File: config.mk
export PLATFORM = sky130hd
export DESIGN_NAME = prpf_cmd_queue
export DESIGN_NICKNAME = d
export VERILOG_FILES = /design/src/rtl/prpf_pkg.sv /design/src/rtl/prpf_cmd_queue.sv
export SDC_FILE = /design/constraint.sdc
export NUM_CORES = 1
export LEC_CHECK = 0
export BUFFER_PORTS_ARGS = -buffer_cell sky130_fd_sc_hd__clkbuf_2
export CELL_PAD_IN_SITES_DETAIL_PLACEMENT = 1
export CELL_PAD_IN_SITES_GLOBAL_PLACEMENT = 2
export CORE_ASPECT_RATIO = 0.9
export CORE_MARGIN = 2
export CORE_UTILIZATION = 48
export CTS_CLUSTER_DIAMETER = 30
export DETAILED_ROUTE_END_ITERATION = 8
export PLACE_DENSITY = 0.77
export SYNTH_ARGS = -nofsm -noshare
export SYNTH_HDL_FRONTEND = slang
export SYNTH_SLANG_ARGS = --single-unit
File: constraint.sdc
create_clock -name clk -period 3.81 [get_ports clk]
set_input_delay 0.5715 -clock clk [delete_from_list [all_inputs] [get_ports clk]]
set_output_delay 0.5715 -clock clk [all_outputs]
set_load 0.005 [all_outputs]
File: src/rtl/prpf_pkg.sv
// Package: types, codes and frame helpers for the poll responder framer.
package prpf_pkg;

    localparam int PRPF_QUEUE_DEPTH = 8;

    localparam int FRAME_LEN   = 8;
    localparam int FRAME_IDX_W = $clog2(FRAME_LEN);
    localparam logic [FRAME_IDX_W-1:0] FRAME_LAST_IDX = FRAME_IDX_W'(FRAME_LEN - 1);

    typedef enum logic [1:0] {
        ACT_RX     = 2'd0,
        ACT_SWITCH = 2'd1,
        ACT_PTZ    = 2'd2
    } action_t;

    localparam logic KIND_TX   = 1'b0;
    localparam logic KIND_DROP = 1'b1;

    localparam logic [7:0] POLL_BYTE     = 8'h50;
    localparam logic [7:0] SYNC_BYTE     = 8'hff;
    localparam logic [7:0] HDR_SWITCH    = 8'h11;
    localparam logic [7:0] HDR_PTZ       = 8'h21;
    localparam logic [7:0] SWITCH_TAIL   = 8'h55;
    localparam logic [7:0] ZOOM_IN_CODE  = 8'h40;
    localparam logic [7:0] ZOOM_OUT_CODE = 8'h80;
    localparam logic [7:0] SPEED_SIGN    = 8'h80;
    localparam logic [7:0] SPEED_NEG_MAX = 8'hff;
    localparam logic [7:0] INIT_SUM      = 8'h68;

    localparam logic [7:0] REG_FRAME [FRAME_LEN] =
        '{8'hff, 8'h00, 8'h41, 8'h11, 8'h55, 8'h00, 8'h00, 8'ha7};

    typedef struct packed {
        logic [1:0]        action;
        logic [7:0]        rx_byte;
        logic [7:0]        camera;
        logic [7:0]        monitor;
        logic              zoom_in;
        logic              zoom_out;
        logic signed [7:0] pan_speed;
        logic signed [7:0] tilt_speed;
    } prpf_req_t;

    typedef struct packed {
        logic       kind;
        logic [7:0] tx_byte;
        logic       last;
    } prpf_rsp_t;

    // One queued command: switch keeps the monitor in p0; PTZ keeps zoom, pan, tilt
    typedef struct packed {
        logic       is_ptz;
        logic [7:0] camera;
        logic [7:0] p0;
        logic [7:0] p1;
        logic [7:0] p2;
    } entry_t;

    // Power-up frame is a switch frame for camera 1, monitor 1
    localparam entry_t INIT_ENTRY = '{is_ptz: 1'b0, camera: 8'h01, p0: 8'h01,
                                      p1: 8'h00, p2: 8'h00};

    typedef enum logic [1:0] {
        JOB_REG,
        JOB_LAST,
        JOB_LOAD,
        JOB_DROP
    } job_kind_t;

    typedef struct packed {
        logic      valid;
        job_kind_t kind;
    } job_t;

    typedef enum logic {
        TX_IDLE,
        TX_SEND
    } tx_state_t;

    function automatic logic [7:0] encode_speed(input logic signed [7:0] v);
        logic [7:0] mag;
        logic [7:0] code;
        mag = 8'(-v);
        if (v == 8'sd0)
            code = 8'h00;
        else if (!v[7])
            code = v;
        else if (mag[7])
            code = SPEED_NEG_MAX;
        else
            code = SPEED_SIGN | mag;
        return code;
    endfunction

    function automatic entry_t build_entry(input prpf_req_t r);
        entry_t e;
        e.is_ptz = (r.action == ACT_PTZ);
        e.camera = r.camera;
        e.p0     = r.monitor;
        e.p1     = 8'h00;
        e.p2     = 8'h00;
        if (e.is_ptz)
        begin
            if (r.zoom_in)
                e.p0 = ZOOM_IN_CODE;
            else if (r.zoom_out)
                e.p0 = ZOOM_OUT_CODE;
            else
                e.p0 = 8'h00;
            e.p1 = encode_speed(r.pan_speed);
            e.p2 = encode_speed(r.tilt_speed);
        end
        return e;
    endfunction

    function automatic logic [7:0] entry_byte(input entry_t e,
                                              input logic [FRAME_IDX_W-1:0] idx,
                                              input logic [7:0] sum);
        logic [7:0] b;
        case (idx)
            FRAME_IDX_W'(0): b = SYNC_BYTE;
            FRAME_IDX_W'(1): b = 8'h00;
            FRAME_IDX_W'(2): b = e.is_ptz ? HDR_PTZ : HDR_SWITCH;
            FRAME_IDX_W'(3): b = e.is_ptz ? e.p0 : 8'h00;
            FRAME_IDX_W'(4): b = e.camera;
            FRAME_IDX_W'(5): b = e.is_ptz ? e.p1 : e.p0;
            FRAME_IDX_W'(6): b = e.is_ptz ? e.p2 : SWITCH_TAIL;
            default:         b = sum;
        endcase
        return b;
    endfunction

    // 8-bit sum over bytes 1..6 of the frame
    function automatic logic [7:0] entry_sum(input entry_t e);
        logic [7:0] s;
        s = 8'h00;
        for (int i = 1; i < FRAME_LEN - 1; i++)
            s = s + entry_byte(e, FRAME_IDX_W'(i), 8'h00);
        return s;
    endfunction

endpackage

File: src/rtl/prpf_cmd_queue.sv
// Command FIFO: synchronous entry memory with head, tail and fill count.
module prpf_cmd_queue
    import prpf_pkg::*;
#(
    parameter int DEPTH = PRPF_QUEUE_DEPTH
)
(
    input  logic   clk,
    input  logic   rst_n,
    input  logic   push,
    input  entry_t push_entry,
    input  logic   pop,
    output entry_t pop_entry,
    output logic   full,
    output logic   empty
);

    localparam int PTR_W = (DEPTH > 1) ? $clog2(DEPTH) : 1;
    localparam int CNT_W = $clog2(DEPTH + 1);
    localparam logic [PTR_W-1:0] PTR_LAST = PTR_W'(DEPTH - 1);
    localparam logic [CNT_W-1:0] CNT_FULL = CNT_W'(DEPTH);

    entry_t mem [DEPTH];
    entry_t rd_data_reg;

    logic [PTR_W-1:0] head_reg, head_next;
    logic [PTR_W-1:0] tail_reg, tail_next;
    logic [CNT_W-1:0] count_reg, count_next;

    assign full      = (count_reg == CNT_FULL);
    assign empty     = (count_reg == '0);
    assign pop_entry = rd_data_reg;

    always_comb
    begin
        head_next  = head_reg;
        tail_next  = tail_reg;
        count_next = count_reg;
        if (pop)
            head_next = (head_reg == PTR_LAST) ? '0 : head_reg + 1'b1;
        if (push)
            tail_next = (tail_reg == PTR_LAST) ? '0 : tail_reg + 1'b1;
        if (push && !pop)
            count_next = count_reg + 1'b1;
        else if (pop && !push)
            count_next = count_reg - 1'b1;
    end

    always_ff @(posedge clk or negedge rst_n)
    begin
        if (!rst_n)
        begin
            head_reg  <= '0;
            tail_reg  <= '0;
            count_reg <= '0;
        end
        else
        begin
            head_reg  <= head_next;
            tail_reg  <= tail_next;
            count_reg <= count_next;
        end
    end

    always_ff @(posedge clk)
    begin
        if (push)
            mem[tail_reg] <= push_entry;
    end

    // Read data holds until the next pop
    always_ff @(posedge clk)
    begin
        if (pop)
            rd_data_reg <= mem[head_reg];
    end

endmodule

# [Yosys cells after proc, flatten, opt, wreduce, memory -nomap -nowiden]
# Memory sizes are Yosys's and may differ from the RTL's. A register that Yosys moved wholly into a read port is not among the register bits.
# Cells that the tools add are included.
[totals] in_bits=37 ff_bits=10 output_inout_bits=35 ram_bits=264 n_memories=1 wordCells=23
[classes] n_mux=6 eq_ne=3 reduce_logical=6 add_sub_neg=4
[memory_table] memory="mem" depth=8 word_bits=33 read_ports=1 rd_ports_with_merged_regs=1 write_ports=1 line="prpf_cmd_queue.sv:23" source="entry_t mem [DEPTH];"
[op_table] operator="two-way mux 4 bit" n=2
[op_table] operator="adder 3 x 1 -> 3 bit (second input constant)" n=2
[op_table] operator="== test 3 bit (second input constant)" n=2
[op_table] operator="two-way mux 3 bit" n=2
[op_table] operator="adder 4 x 1 -> 4 bit (second input constant)" n=1
[op_table] operator="== test 4 bit (second input constant)" n=1
[op_table] operator="zero test 4 bit" n=1
[op_table] operator="subtractor 4 x 1 -> 4 bit (second input constant)" n=1
[op_table] operator="logical AND 1 bit" n=2
[op_table] operator="zero test 1 bit" n=2
[op_table] operator="two-way mux 1 bit" n=2
[op_table] operator="nonzero test 2 bit" n=1

# [Logic depth before layout (Yosys ltp)]
[logic_depth] depth_word=4 mapped_depth=7 mapped_depth_nobuf=7

# [Worst setup path before layout]
# OpenSTA, ideal clock, no wires.
[synth_path] kind="input to register" startpoint="input push" endpoint="memory mem[0][0] (netlist name), enable pin" path_stages=2 required_ns=3.346 slack_ns=0.407 setup_time_ns=0.464 arrival_ns=2.939 cell_sequence="nand2b_1 nor3_1"
[synth_between] elab_chain_len=2
[synth_lines] element="from (decl)" line="prpf_cmd_queue.sv:10" source="input logic push,"
[synth_lines] element="two-way mux 1 bit" line="prpf_cmd_queue.sv:67" source="if (push)"
[synth_lines] element="two-way mux 1 bit (not written as such)" line="prpf_cmd_queue.sv:68" source="mem[tail_reg] <= push_entry;"
[synth_lines] element="to (decl)" line="prpf_cmd_queue.sv:23"
# No other way between the ends.

==> metrics.yaml <==
outcome: "finished clean"
maxSlewViolCount: 0
place_area_mm2: 0.0125
routedWlPerCell_um: 25.1
tightest_slew_ns: 1.04
critPathKind: "reg2reg"
detail-route-antenna-nets: 0
grt_pass1_vias: 6051
peakVddDrop_v: 0.000622
area_growth_pct: 25.3
io_pins: 72
start_util_pct: 48.5
coreArea_mm2: 0.0240
num_vias: 5387
timing.fmax_mhz: 428
vias_per_cell: 5.57
finalHoldViolCount: 0
fp-row-count: 54
clock-sinks: 307
clk_path_buf_depth: 3
synth-seq-area-share_pct: 78.9
syn_area_per_cell_um2: 24.2
fin_nets: 653
grt_first_pass_wirelength_um: 37200
die_h_um: 152
fillCellCount: 1945
dp_hpwl_um: 13300
multiInputGateArea_mm2: 0.00235
clk_latency_ns: 0.57
numCtsBuffers: 59
grt_use_total_pct: 20.0
synth.distinct_cells: 29
grt_setup_unrepaired: "no"
cp_data_arrival_time_ns: 2.62
relSlewSlack_pct: 30.7
path_clk_slew_ns: 0.06
antenna_found_initial: 2
setup_tns_ns: 0
port_buffers: 71
largest_reg_flops: 264
drive_above_1_share_pct: 45.7
place_congestion: 0.677
dieArea_mm2: 0.0255
ys_ff_latch: 307
cts_setup_buffers: 0
cts_tree: "done"
clockRootBuffer: "clkbuf_16"
mostFrequentLayoutCells: "edfxtp_1, clkbuf_2, mux4_2, clkbuf_16, mux2_2"
drtIter0Drc: 453
grt-ovfl-total: 0
period_minus_slack_ns: 2.33
clock_skew_ns: 0.0271
netlist_instances: 481
min_path_type: "in2reg"
yosys_warnings: 0
worstPathRequired_ns: 4.10
crit_fanout: 41
layout_commonest_cell: "edfxtp_1"
setup_viol: 0
netlist_area_mm2: 0.0116
grt_max_degree: 69
yosys.area.top_type: "edfxtp_1"
seqCellArea_mm2: 0.00918
fin_crit_sh_pct: 61.3
end_kind: "flop"
cts.htree.levels: 2
final_area_mm2: 0.0146
synth_fp_nets: 526
synthTopCellsByArea: "edfxtp_1, mux4_2, mux2_2"
powerDensity_mw_per_mm2: 872
cts_resized: 0
dieWidth_um: 168
routed_wl_um: 24300
leakage_uw: 0.00502
crit_path_start_kind: "flop"
drv_cap: 0
synth_top_area_share_pct: 76.7
drt_first_pass_iters: 4
route.detailed.drc: 0
cells by family after synthesis:
group / count (synthesis) / share of synthesized area [%]
adder cells (fa/ha/maj): 8 / 0.926
XOR/XNOR: 2 / 0.151
flip-flops: 307 / 78.9
buffers and inverters: 24 / 1.36
multiplexers: 105 / 17.0
AO/OA/AOI/OAI: 8 / 0.441
AND/OR/NAND/NOR: 27 / 1.18
Yosys cell counts, drive strengths merged:
library cell  number
dfrtp             10
buf               15
nor3               3
nand2b             2
inv                4
nand2              5
o21ai              3
nor4               1
o211ai             2
nor2               8
or3                1
mux4              66
nor4b              1
xnor2              2
nand3b             3
mux2              38
ha                 7
clkbuf             5
or4                1
fa                 1
mux2i              1
edfxtp           297
a2111o             1
a21oi              2
nand3              2
through the flow:
step	instances	setup slack, ns	power, µW	utilization, %	hold slack [ns]
2_1_floorplan	481	0.407	6590	-	0.276
3_3_place_gp	854	1.43	7290	51.9	0.467
3_5_place_dp	854	1.39	7440	51.9	0.469
4_1_cts	967	1.39	12900	60.7	0.262
5_1_grt	967	1.30	13200	60.7	0.292
6_report	968	1.48	12700	60.7	0.287
timing repair:
item | CTS | global route
hold buffers | 1 | 0
endpoints found under the hold margin | 10 | 0
endpoints found under the setup margin | 0 | 0
critical path: stages (launching register included):
cell	delay [ns]
dfrtp_4	0.82
buf_12	0.38
mux4_2	0.54
mux2_4	0.28
path summary, 6_finish.rpt:
check                                    startpoint                        to  slack, ns  cells past startpoint
setup / recovery            head_reg[0]$_DFFE_PN0P_   pop_entry[27]$_DFFE_PP_       1.48                      3
min in group asynchronous                     rst_n  count_reg[2]$_DFFE_PN0P_       0.47                      2
setup reg to reg            head_reg[0]$_DFFE_PN0P_   pop_entry[27]$_DFFE_PP_       1.48                      3
hold / removal                       push_entry[30]      mem[5][30]$_DFFE_PP_       0.29                      1
max in group asynchronous                     rst_n   head_reg[0]$_DFFE_PN0P_       3.08                      2
hold reg to reg            count_reg[2]$_DFFE_PN0P_  count_reg[2]$_DFFE_PN0P_       0.55                      2
metal layers:
layer  global-route usage, %  part of all wire, %  up-vias  wire (µm)
met5                       0                0.053        -         13
met4                    5.04                  1.4        2        334
met3                    4.91                  6.1       38       1490
met2                    33.8                   51      186      12300
met1                    26.5                   42     2842      10200
li1                        -                    -     2319          -
layout make-up:
class                           instances  area share [%]
Timing Repair Buffer                   86            3.66
Antenna cell                            1          0.0172
Clock inverter                         44            3.67
Sequential cell                       307            63.0
Inverter                                4           0.103
Multi-Input combinational cell        150            16.1
Tap cell                              308            2.65
Clock buffer                           68            10.7
report_power, final:
part           internal, µW  total, µW  switching, µW
Combinational          1350       2310            959
Clock                  3590       5380           1790
Sequential             4460       5010            548
No activity file was read; power rests on OpenSTA's default activity.
