[src/rtl/prpf_pkg.sv]
// Package: types, codes and frame helpers for the poll responder framer.
package prpf_pkg;

    localparam int PRPF_QUEUE_DEPTH = 8;

    localparam int FRAME_LEN   = 8;
    localparam int FRAME_IDX_W = $clog2(FRAME_LEN);
    localparam logic [FRAME_IDX_W-1:0] FRAME_LAST_IDX = FRAME_IDX_W'(FRAME_LEN - 1);

    typedef enum logic [1:0] {
        ACT_RX     = 2'd0,
        ACT_SWITCH = 2'd1,
        ACT_PTZ    = 2'd2
    } action_t;

    localparam logic KIND_TX   = 1'b0;
    localparam logic KIND_DROP = 1'b1;

    localparam logic [7:0] POLL_BYTE     = 8'h50;
    localparam logic [7:0] SYNC_BYTE     = 8'hff;
    localparam logic [7:0] HDR_SWITCH    = 8'h11;
    localparam logic [7:0] HDR_PTZ       = 8'h21;
    localparam logic [7:0] SWITCH_TAIL   = 8'h55;
    localparam logic [7:0] ZOOM_IN_CODE  = 8'h40;
    localparam logic [7:0] ZOOM_OUT_CODE = 8'h80;
    localparam logic [7:0] SPEED_SIGN    = 8'h80;
    localparam logic [7:0] SPEED_NEG_MAX = 8'hff;
    localparam logic [7:0] INIT_SUM      = 8'h68;

    localparam logic [7:0] REG_FRAME [FRAME_LEN] =
        '{8'hff, 8'h00, 8'h41, 8'h11, 8'h55, 8'h00, 8'h00, 8'ha7};

    typedef struct packed {
        logic [1:0]        action;
        logic [7:0]        rx_byte;
        logic [7:0]        camera;
        logic [7:0]        monitor;
        logic              zoom_in;
        logic              zoom_out;
        logic signed [7:0] pan_speed;
        logic signed [7:0] tilt_speed;
    } prpf_req_t;

    typedef struct packed {
        logic       kind;
        logic [7:0] tx_byte;
        logic       last;
    } prpf_rsp_t;

    // One queued command: switch keeps the monitor in p0; PTZ keeps zoom, pan, tilt
    typedef struct packed {
        logic       is_ptz;
        logic [7:0] camera;
        logic [7:0] p0;
        logic [7:0] p1;
        logic [7:0] p2;
    } entry_t;

    // Power-up frame is a switch frame for camera 1, monitor 1
    localparam entry_t INIT_ENTRY = '{is_ptz: 1'b0, camera: 8'h01, p0: 8'h01,
                                      p1: 8'h00, p2: 8'h00};

    typedef enum logic [1:0] {
        JOB_REG,
        JOB_LAST,
        JOB_LOAD,
        JOB_DROP
    } job_kind_t;

    typedef struct packed {
        logic      valid;
        job_kind_t kind;
    } job_t;

    typedef enum logic {
        TX_IDLE,
        TX_SEND
    } tx_state_t;

    function automatic logic [7:0] encode_speed(input logic signed [7:0] v);
        logic [7:0] mag;
        logic [7:0] code;
        mag = 8'(-v);
        if (v == 8'sd0)
            code = 8'h00;
        else if (!v[7])
            code = v;
        else if (mag[7])
            code = SPEED_NEG_MAX;
        else
            code = SPEED_SIGN | mag;
        return code;
    endfunction

    function automatic entry_t build_entry(input prpf_req_t r);
        entry_t e;
        e.is_ptz = (r.action == ACT_PTZ);
        e.camera = r.camera;
        e.p0     = r.monitor;
        e.p1     = 8'h00;
        e.p2     = 8'h00;
        if (e.is_ptz)
        begin
            if (r.zoom_in)
                e.p0 = ZOOM_IN_CODE;
            else if (r.zoom_out)
                e.p0 = ZOOM_OUT_CODE;
            else
                e.p0 = 8'h00;
            e.p1 = encode_speed(r.pan_speed);
            e.p2 = encode_speed(r.tilt_speed);
        end
        return e;
    endfunction

    function automatic logic [7:0] entry_byte(input entry_t e,
                                              input logic [FRAME_IDX_W-1:0] idx,
                                              input logic [7:0] sum);
        logic [7:0] b;
        case (idx)
            FRAME_IDX_W'(0): b = SYNC_BYTE;
            FRAME_IDX_W'(1): b = 8'h00;
            FRAME_IDX_W'(2): b = e.is_ptz ? HDR_PTZ : HDR_SWITCH;
            FRAME_IDX_W'(3): b = e.is_ptz ? e.p0 : 8'h00;
            FRAME_IDX_W'(4): b = e.camera;
            FRAME_IDX_W'(5): b = e.is_ptz ? e.p1 : e.p0;
            FRAME_IDX_W'(6): b = e.is_ptz ? e.p2 : SWITCH_TAIL;
            default:         b = sum;
        endcase
        return b;
    endfunction

    // 8-bit sum over bytes 1..6 of the frame
    function automatic logic [7:0] entry_sum(input entry_t e);
        logic [7:0] s;
        s = 8'h00;
        for (int i = 1; i < FRAME_LEN - 1; i++)
            s = s + entry_byte(e, FRAME_IDX_W'(i), 8'h00);
        return s;
    endfunction

endpackage

[src/rtl/prpf_stream_if.sv]
// Valid/ready stream interface carrying one payload word per handshake.
interface prpf_stream_if #(
    parameter type data_t = logic
) ();
    logic  valid;
    logic  ready;
    data_t data;

    modport source (output valid, output data, input ready);
    modport sink   (input valid, input data, output ready);
endinterface

[src/rtl/prpf_frame_tx.sv]
// Frame sender: job slot, last-frame store and output word register.
module prpf_frame_tx
    import prpf_pkg::*;
(
    input  logic           clk,
    input  logic           rst_n,
    input  job_t           job,
    input  entry_t         pop_entry,
    output logic           job_busy,
    prpf_stream_if.source  rsp
);

    tx_state_t state_reg, state_next;

    logic                   job_valid_reg;
    job_kind_t              job_kind_reg;
    logic [FRAME_IDX_W-1:0] idx_reg;
    logic                   reg_frame_reg;
    entry_t                 entry_reg;
    logic [7:0]             sum_reg;
    logic                   out_valid_reg;
    prpf_rsp_t              out_word_reg;

    logic       out_free;
    logic       frame_end;
    logic       job_is_frame;
    logic       job_take;
    logic       send_word;
    logic       drop_word;
    logic [7:0] cur_byte;

    assign out_free     = !out_valid_reg || rsp.ready;
    assign frame_end    = (state_reg == TX_SEND) && out_free && (idx_reg == FRAME_LAST_IDX);
    assign job_is_frame = (job_kind_reg != JOB_DROP);
    // A frame job may start on the cycle the previous frame sends its last word
    assign job_take     = job_valid_reg &&
                          (job_is_frame ? ((state_reg == TX_IDLE) || frame_end)
                                        : ((state_reg == TX_IDLE) && out_free));
    assign cur_byte     = reg_frame_reg ? REG_FRAME[idx_reg]
                                        : entry_byte(entry_reg, idx_reg, sum_reg);

    assign job_busy  = job_valid_reg;
    assign rsp.valid = out_valid_reg;
    assign rsp.data  = out_word_reg;

    always_comb
    begin
        state_next = state_reg;
        case (state_reg)
            TX_IDLE:
            begin
                if (job_take && job_is_frame)
                    state_next = TX_SEND;
            end
            TX_SEND:
            begin
                if (frame_end && !job_take)
                    state_next = TX_IDLE;
            end
            default: state_next = TX_IDLE;
        endcase
    end

    always_comb
    begin
        send_word = 1'b0;
        drop_word = 1'b0;
        case (state_reg)
            TX_IDLE: drop_word = job_take && !job_is_frame;
            TX_SEND: send_word = out_free;
            default:
            begin
                send_word = 1'b0;
                drop_word = 1'b0;
            end
        endcase
    end

    always_ff @(posedge clk or negedge rst_n)
    begin
        if (!rst_n)
        begin
            state_reg     <= TX_IDLE;
            job_valid_reg <= 1'b0;
            job_kind_reg  <= JOB_LAST;
            idx_reg       <= '0;
            reg_frame_reg <= 1'b0;
            entry_reg     <= INIT_ENTRY;
            sum_reg       <= INIT_SUM;
            out_valid_reg <= 1'b0;
        end
        else
        begin
            state_reg <= state_next;

            if (job.valid)
            begin
                job_valid_reg <= 1'b1;
                job_kind_reg  <= job.kind;
            end
            else if (job_take)
                job_valid_reg <= 1'b0;

            if (job_take && job_is_frame)
            begin
                idx_reg       <= '0;
                reg_frame_reg <= (job_kind_reg == JOB_REG);
            end
            else if (send_word)
                idx_reg <= idx_reg + 1'b1;

            // Replace the stored frame only when a queued command is popped
            if (job_take && (job_kind_reg == JOB_LOAD))
            begin
                entry_reg <= pop_entry;
                sum_reg   <= entry_sum(pop_entry);
            end

            if (send_word || drop_word)
                out_valid_reg <= 1'b1;
            else if (rsp.ready)
                out_valid_reg <= 1'b0;
        end
    end

    always_ff @(posedge clk)
    begin
        if (send_word)
        begin
            out_word_reg.kind    <= KIND_TX;
            out_word_reg.tx_byte <= cur_byte;
            out_word_reg.last    <= (idx_reg == FRAME_LAST_IDX);
        end
        else if (drop_word)
        begin
            out_word_reg.kind    <= KIND_DROP;
            out_word_reg.tx_byte <= 8'h00;
            out_word_reg.last    <= 1'b1;
        end
    end

endmodule

[src/flat_wrapper.sv]
// flat-port wrapper written by rule: the top's interface ports become plain ports
module prpf_frame_tx_flat import prpf_pkg::*;
  (clk, rst_n, job, pop_entry, job_busy, rsp_valid, rsp_data, rsp_ready);
  prpf_stream_if rsp_i ();
  input  logic clk;
  input  logic rst_n;
  input  job_t job;
  input  entry_t pop_entry;
  output logic job_busy;
  output wire logic [$bits(rsp_i.valid)-1:0] rsp_valid;
  output wire logic [$bits(rsp_i.data)-1:0] rsp_data;
  input wire logic [$bits(rsp_i.ready)-1:0] rsp_ready;
  assign rsp_valid = rsp_i.valid;
  assign rsp_data = rsp_i.data;
  assign rsp_i.ready = rsp_ready;
  prpf_frame_tx u_core (.clk(clk), .rst_n(rst_n), .job(job), .pop_entry(pop_entry), .job_busy(job_busy), .rsp(rsp_i));
endmodule
[config.mk]
export PLATFORM = sky130hd
export DESIGN_NAME = prpf_frame_tx_flat
export DESIGN_NICKNAME = d
export VERILOG_FILES = /design/src/rtl/prpf_pkg.sv /design/src/rtl/prpf_stream_if.sv /design/src/rtl/prpf_frame_tx.sv /design/src/flat_wrapper.sv
export SDC_FILE = /design/constraint.sdc
export NUM_CORES = 1
export LEC_CHECK = 0
export ABC_CLOCK_PERIOD_IN_PS = 1770
export BUFFER_PORTS_ARGS = -buffer_cell sky130_fd_sc_hd__buf_4
export CORE_AREA = 2 2 39 41
export CTS_BUF_LIST = sky130_fd_sc_hd__clkbuf_2
export DETAILED_ROUTE_END_ITERATION = 16
export DIE_AREA = 0 0 41 43
export PLACE_DENSITY = 0.74
export SYNTH_ARGS = -nofsm -noshare
export SYNTH_HDL_FRONTEND = slang
export SYNTH_SLANG_ARGS = --single-unit
[constraint.sdc]
create_clock -name clk -period 1.77 [get_ports clk]
set_clock_uncertainty 0.2 [all_clocks]
set_input_delay 0.177 -clock clk [delete_from_list [all_inputs] [get_ports clk]]
set_output_delay 0.177 -clock clk [all_outputs]
set_load 0.01 [all_outputs]
# Yosys cells after proc, flatten, opt, wreduce, memory -nomap -nowiden
# Cells that the tools add are included.
[op_classes] mux=14 addsub=1 bitwise_logic=1 mul=0 n_reduce_logical=17 n_div=0 shift=0 eq_ne=2 magnitude_cmp=0
[ops] op="$mux 1" count=11
[ops] op="$reduce_bool 2->1" count=4
[ops] op="$logic_and 1x1->1" count=7
[ops] op="$mux 3" count=2
[ops] op="$add 3x1->3 const B" count=1
[ops] op="$eq 3x3->1 const B" count=1
[ops] op="$logic_not 1->1" count=3
[ops] op="$logic_or 1x1->1" count=3
[ops] op="$ne 2x2->1 const B" count=1
[ops] op="$pmux 1 s2" count=1
[ops] op="$not 1->1" count=1
[totals] mem_bits_rw=0 word_cells=41 mem_count=0 regBits=9 mem_bits_ro=0 latch_bits=0

# Logic depth before layout (Yosys ltp)
[depth] ltp_word=11 ltp_mapped=5

# Least setup slack after synthesis
# Ideal clock, no wire load.
[synth_timing] path_kind="register -> register" startpoint="register u_core.idx_reg[0]" endpoint="register u_core.idx_reg[0]" setup_slack_ps=291 path_buffers=0 arrival_ps=1215 stages_incl_launch_ff=5 synth_period_minus_slack_ps=1479 cell_sequence="dfrtp_1 > ha_1 > ha_1 > a2111oi_4 > a21o_1"
[synth_via] elab_chain_len=7 elab_cells_between_ends=10
[synth_lines] item="start: declaration" line="prpf_frame_tx.sv:17" text="logic [FRAME_IDX_W-1:0] idx_reg;"
[synth_lines] item="start signal: assignment" line="prpf_frame_tx.sv:110" text="idx_reg <= idx_reg + 1'b1;"
[synth_lines] item="$eq 3x3->1" line="prpf_frame_tx.sv:33" text="assign frame_end = (state_reg == TX_SEND) && out_free && (idx_reg == FRAME_LAST_IDX);"
[synth_lines] item="$logic_and 1x1->1" line="prpf_frame_tx.sv:33"
[synth_lines] item="$logic_or 1x1->1" line="prpf_frame_tx.sv:37" text="(job_is_frame ? ((state_reg == TX_IDLE) || frame_end)"
[synth_lines] item="$mux 1" line="prpf_frame_tx.sv:37"
[synth_lines] item="$logic_and 1x1->1" line="prpf_frame_tx.sv:36" text="assign job_take = job_valid_reg &&"
[synth_lines] item="$logic_and 1x1->1" line="prpf_frame_tx.sv:104" text="if (job_take && job_is_frame)"
[synth_lines] item="$mux 3 / $reduce_bool 2->1 (equally long branches)"
# Several ways; a longest one is shown, not always the timed one. The select of a mux whose other input is x is not followed.
# A chain may end at the register's enable or synchronous reset.

# Final worst setup path
# Same ends and word-level chain as after synthesis.

==> results.sh <==
export IMPL_r2r_start="u_core.idx_reg[0]$_DFFE_PN0P_"
export IMPL_reg2reg_to="u_core.idx_reg[0]$_DFFE_PN0P_"
export IMPL_setup_violations=0
export IMPL_netlist_area_sq_um=454
export IMPL_dieHeight_microns=43
export IMPL_slew_headroom=0.837
export IMPL_synth_cell_type_count=24
export IMPL_synth_edf_count=1
export IMPL_antenna_found_initial=0
export IMPL_fin_nets=96
export IMPL_place_gp_congestion=0.781
export IMPL_via_per_inst=5.03
export IMPL_syn_num_nets=79
export IMPL_postRouteAntennaNets=0
export IMPL_numPortBuffers=8
export IMPL_crit_end="u_core.idx_reg[0]$_DFFE_PN0P_"
export IMPL_cts_tree="done"
export IMPL_drv_cap=0
export IMPL_drc_errors=0
export IMPL_grt_overflow=0
export IMPL_clk_pin_slew_ns=0.10
export IMPL_largest_register_ffs=3
export IMPL_worst_slack_ns=0.207
export IMPL_rows=14
export IMPL_coreArea_sq_um=1380
export IMPL_layout_common_cells="buf_4, dfrtp_1, nand2_1, clkbuf_2, dlygate4sd3_1"
export IMPL_hpwl_microns=640
export IMPL_hold_viol=0
export IMPL_startpoint="u_core.idx_reg[0]$_DFFE_PN0P_"
export IMPL_ys_ff_latch=9
export IMPL_wl_per_cell_microns=11.9
export IMPL_cts_sinks=9
export IMPL_place_ws_ns=0.206
export IMPL_cp_end_kind="flop"
export IMPL_initial_core_util=0.328
export IMPL_yosysWarnings=0
export IMPL_syn_avg_cell_area_sq_um=12.0
export IMPL_clock_path_buffers=2
export IMPL_clk_latency_ns=0.26
export IMPL_grt_start_max_net_pins=9
export IMPL_grt_pass1_vias=380
export IMPL_setup_tns_ns=0
export IMPL_powerDensity_nw_per_um2=973
export IMPL_startpoint_type="flop"
export IMPL_p_leak_nw=0.256
export IMPL_clock_root_buffer="clkbuf_2"
export IMPL_syn_to_final_growth_pct=30.9
export IMPL_worst_pin_slew_ns=0.245
export IMPL_crit_type="flop to flop"
export IMPL_layout_drive_gt1_share=0.352
export IMPL_insertedDiodeCount=0
export IMPL_crit_fanout=4
export IMPL_synthCells=38
export IMPL_hold_class="input pin to asynchronous set/reset pin"
export IMPL_regToRegSetupSlack_ns=0.21
export IMPL_worstPathRequired_ns=1.77
export IMPL_layout_commonest_cell="buf_4"
export IMPL_yosysSeqAreaShare=0.510
export IMPL_placed_area_sq_um=534
export IMPL_cts_resized_gates=0
export IMPL_reg2reg_depth=4
export IMPL_synth_top_area_cell="dfrtp_1"
export IMPL_rsz0062_at_grt="false"
export IMPL_drt_pass1_iter_count=4
export IMPL_run_status="finished, final reports clean"
export IMPL_period_needed_ns=1.56
export IMPL_vias=352
export IMPL_cts_buffers=3
export IMPL_fin_area_sq_um=594
export IMPL_peakVddDrop_mv=0.470
export IMPL_ys_flop_type="dfrtp_1"
export IMPL_grt_pass1_wl_microns=1600
export IMPL_synthArstFlopShare=0.889
export IMPL_fin_crit_sh=0.883
export IMPL_slew_viol_final=0
export IMPL_grtUsageTotal=0.136
export IMPL_fmaxAchievable_mhz=640
export IMPL_wirelength_microns=831
export IMPL_critPathArrivalTime_ns=1.57
export IMPL_die_area_sq_um=1760
export IMPL_ios=42
export IMPL_yosysTopAreaCellShare=0.386
export IMPL_die_w_microns=41
export IMPL_h_tree_depth=1
export IMPL_drt_iter0_markers=3
export IMPL_ys_top_cells_by_area="dfrtp_1, edfxtp_1, a2111oi_4, dfstp_2, ha_1"
## metal layers
layer  global-route usage  vias up  wire (microns)
li1                     -      173               -
met1                0.158      168             357
met2                0.206        9             408
met3               0.0314        2              45
met4                0.100        0              19
met5                    0        -               0
## final cells by class
cell class,instances,area (sq um)
multi-input combinational,27,215
clock buffer,4,20.0
sequential,9,231
inverter,2,7.51
tap,16,20.0
timing repair buffer,12,100
fill,146,790
## report_power, final
| part | switching (W) | leakage [nW] | internal (W) |
|---|---|---|---|
| Sequential | 0.0000359 | 0.0953 | 0.000251 |
| Combinational | 0.0000652 | 0.144 | 0.0000885 |
| Clock | 0.0000775 | 0.0166 | 0.0000600 |
| Total | 0.000179 | 0.256 | 0.000400 |
## critical path: stages, from the launching register on
cell and delay, ns:
dfrtp_1 0.43, ha_1 0.22, ha_1 0.25, a2111oi_4 0.30
a21o_1 0.11
## cells by family after synthesis
kind of cell	count (synthesis)	synth area share
DFF	9	0.510
adders and majority gates	2	0.0551
AOI/OAI and AO/OA	13	0.253
and+or+nand+nor	9	0.0937
buffers and inverters	2	0.0165
muxes	3	0.0716
## what timing repair did
item / 4_1_cts / 5_1_grt
endpoints found under the setup margin: 0 / 0
hold buffers: 4 / 0
endpoints found under the hold margin: 11 / 0
setup buffers: 0 / 0
## worst min path at each step
| stage | start | to | slack, ns | cells past startpoint |
|---|---|---|---|---|
| after global routing | rst_n | u_core.idx_reg[1]$_DFFE_PN0P_ | 0.08 | 2 |
| final | rst_n | u_core.rsp.valid$_DFFE_PN0P_ | 0.06 | 2 |
| after global placement | rst_n | u_core.idx_reg[1]$_DFFE_PN0P_ | -0.20 | 1 |
| after detailed placement | rst_n | u_core.idx_reg[1]$_DFFE_PN0P_ | -0.20 | 1 |
| after CTS | rst_n | u_core.idx_reg[2]$_DFFE_PN0P_ | 0.07 | 2 |
| after floorplan | rst_n | u_core.idx_reg[0]$_DFFE_PN0P_ | -0.32 | 0 |
## through the flow
step	instances	util	hold WS (ns)	total power, W
floorplan	38	-	-0.319	0.000395
global route	70	0.429	0.0815	0.000625
global placement	62	0.386	-0.197	0.000434
finish	70	0.429	0.0617	0.000578
CTS	70	0.429	0.0710	0.000584
detailed placement	62	0.386	-0.200	0.000441
## cell usage after synthesis, types with 2 or more instances
library cell	instances
dfrtp_1	7
nand2_1	4
a21oi_1	2
a31oi_1	2
ha_1	2
mux2_2	2
nand3_1	2
Power figures use the tool's default switching activity.
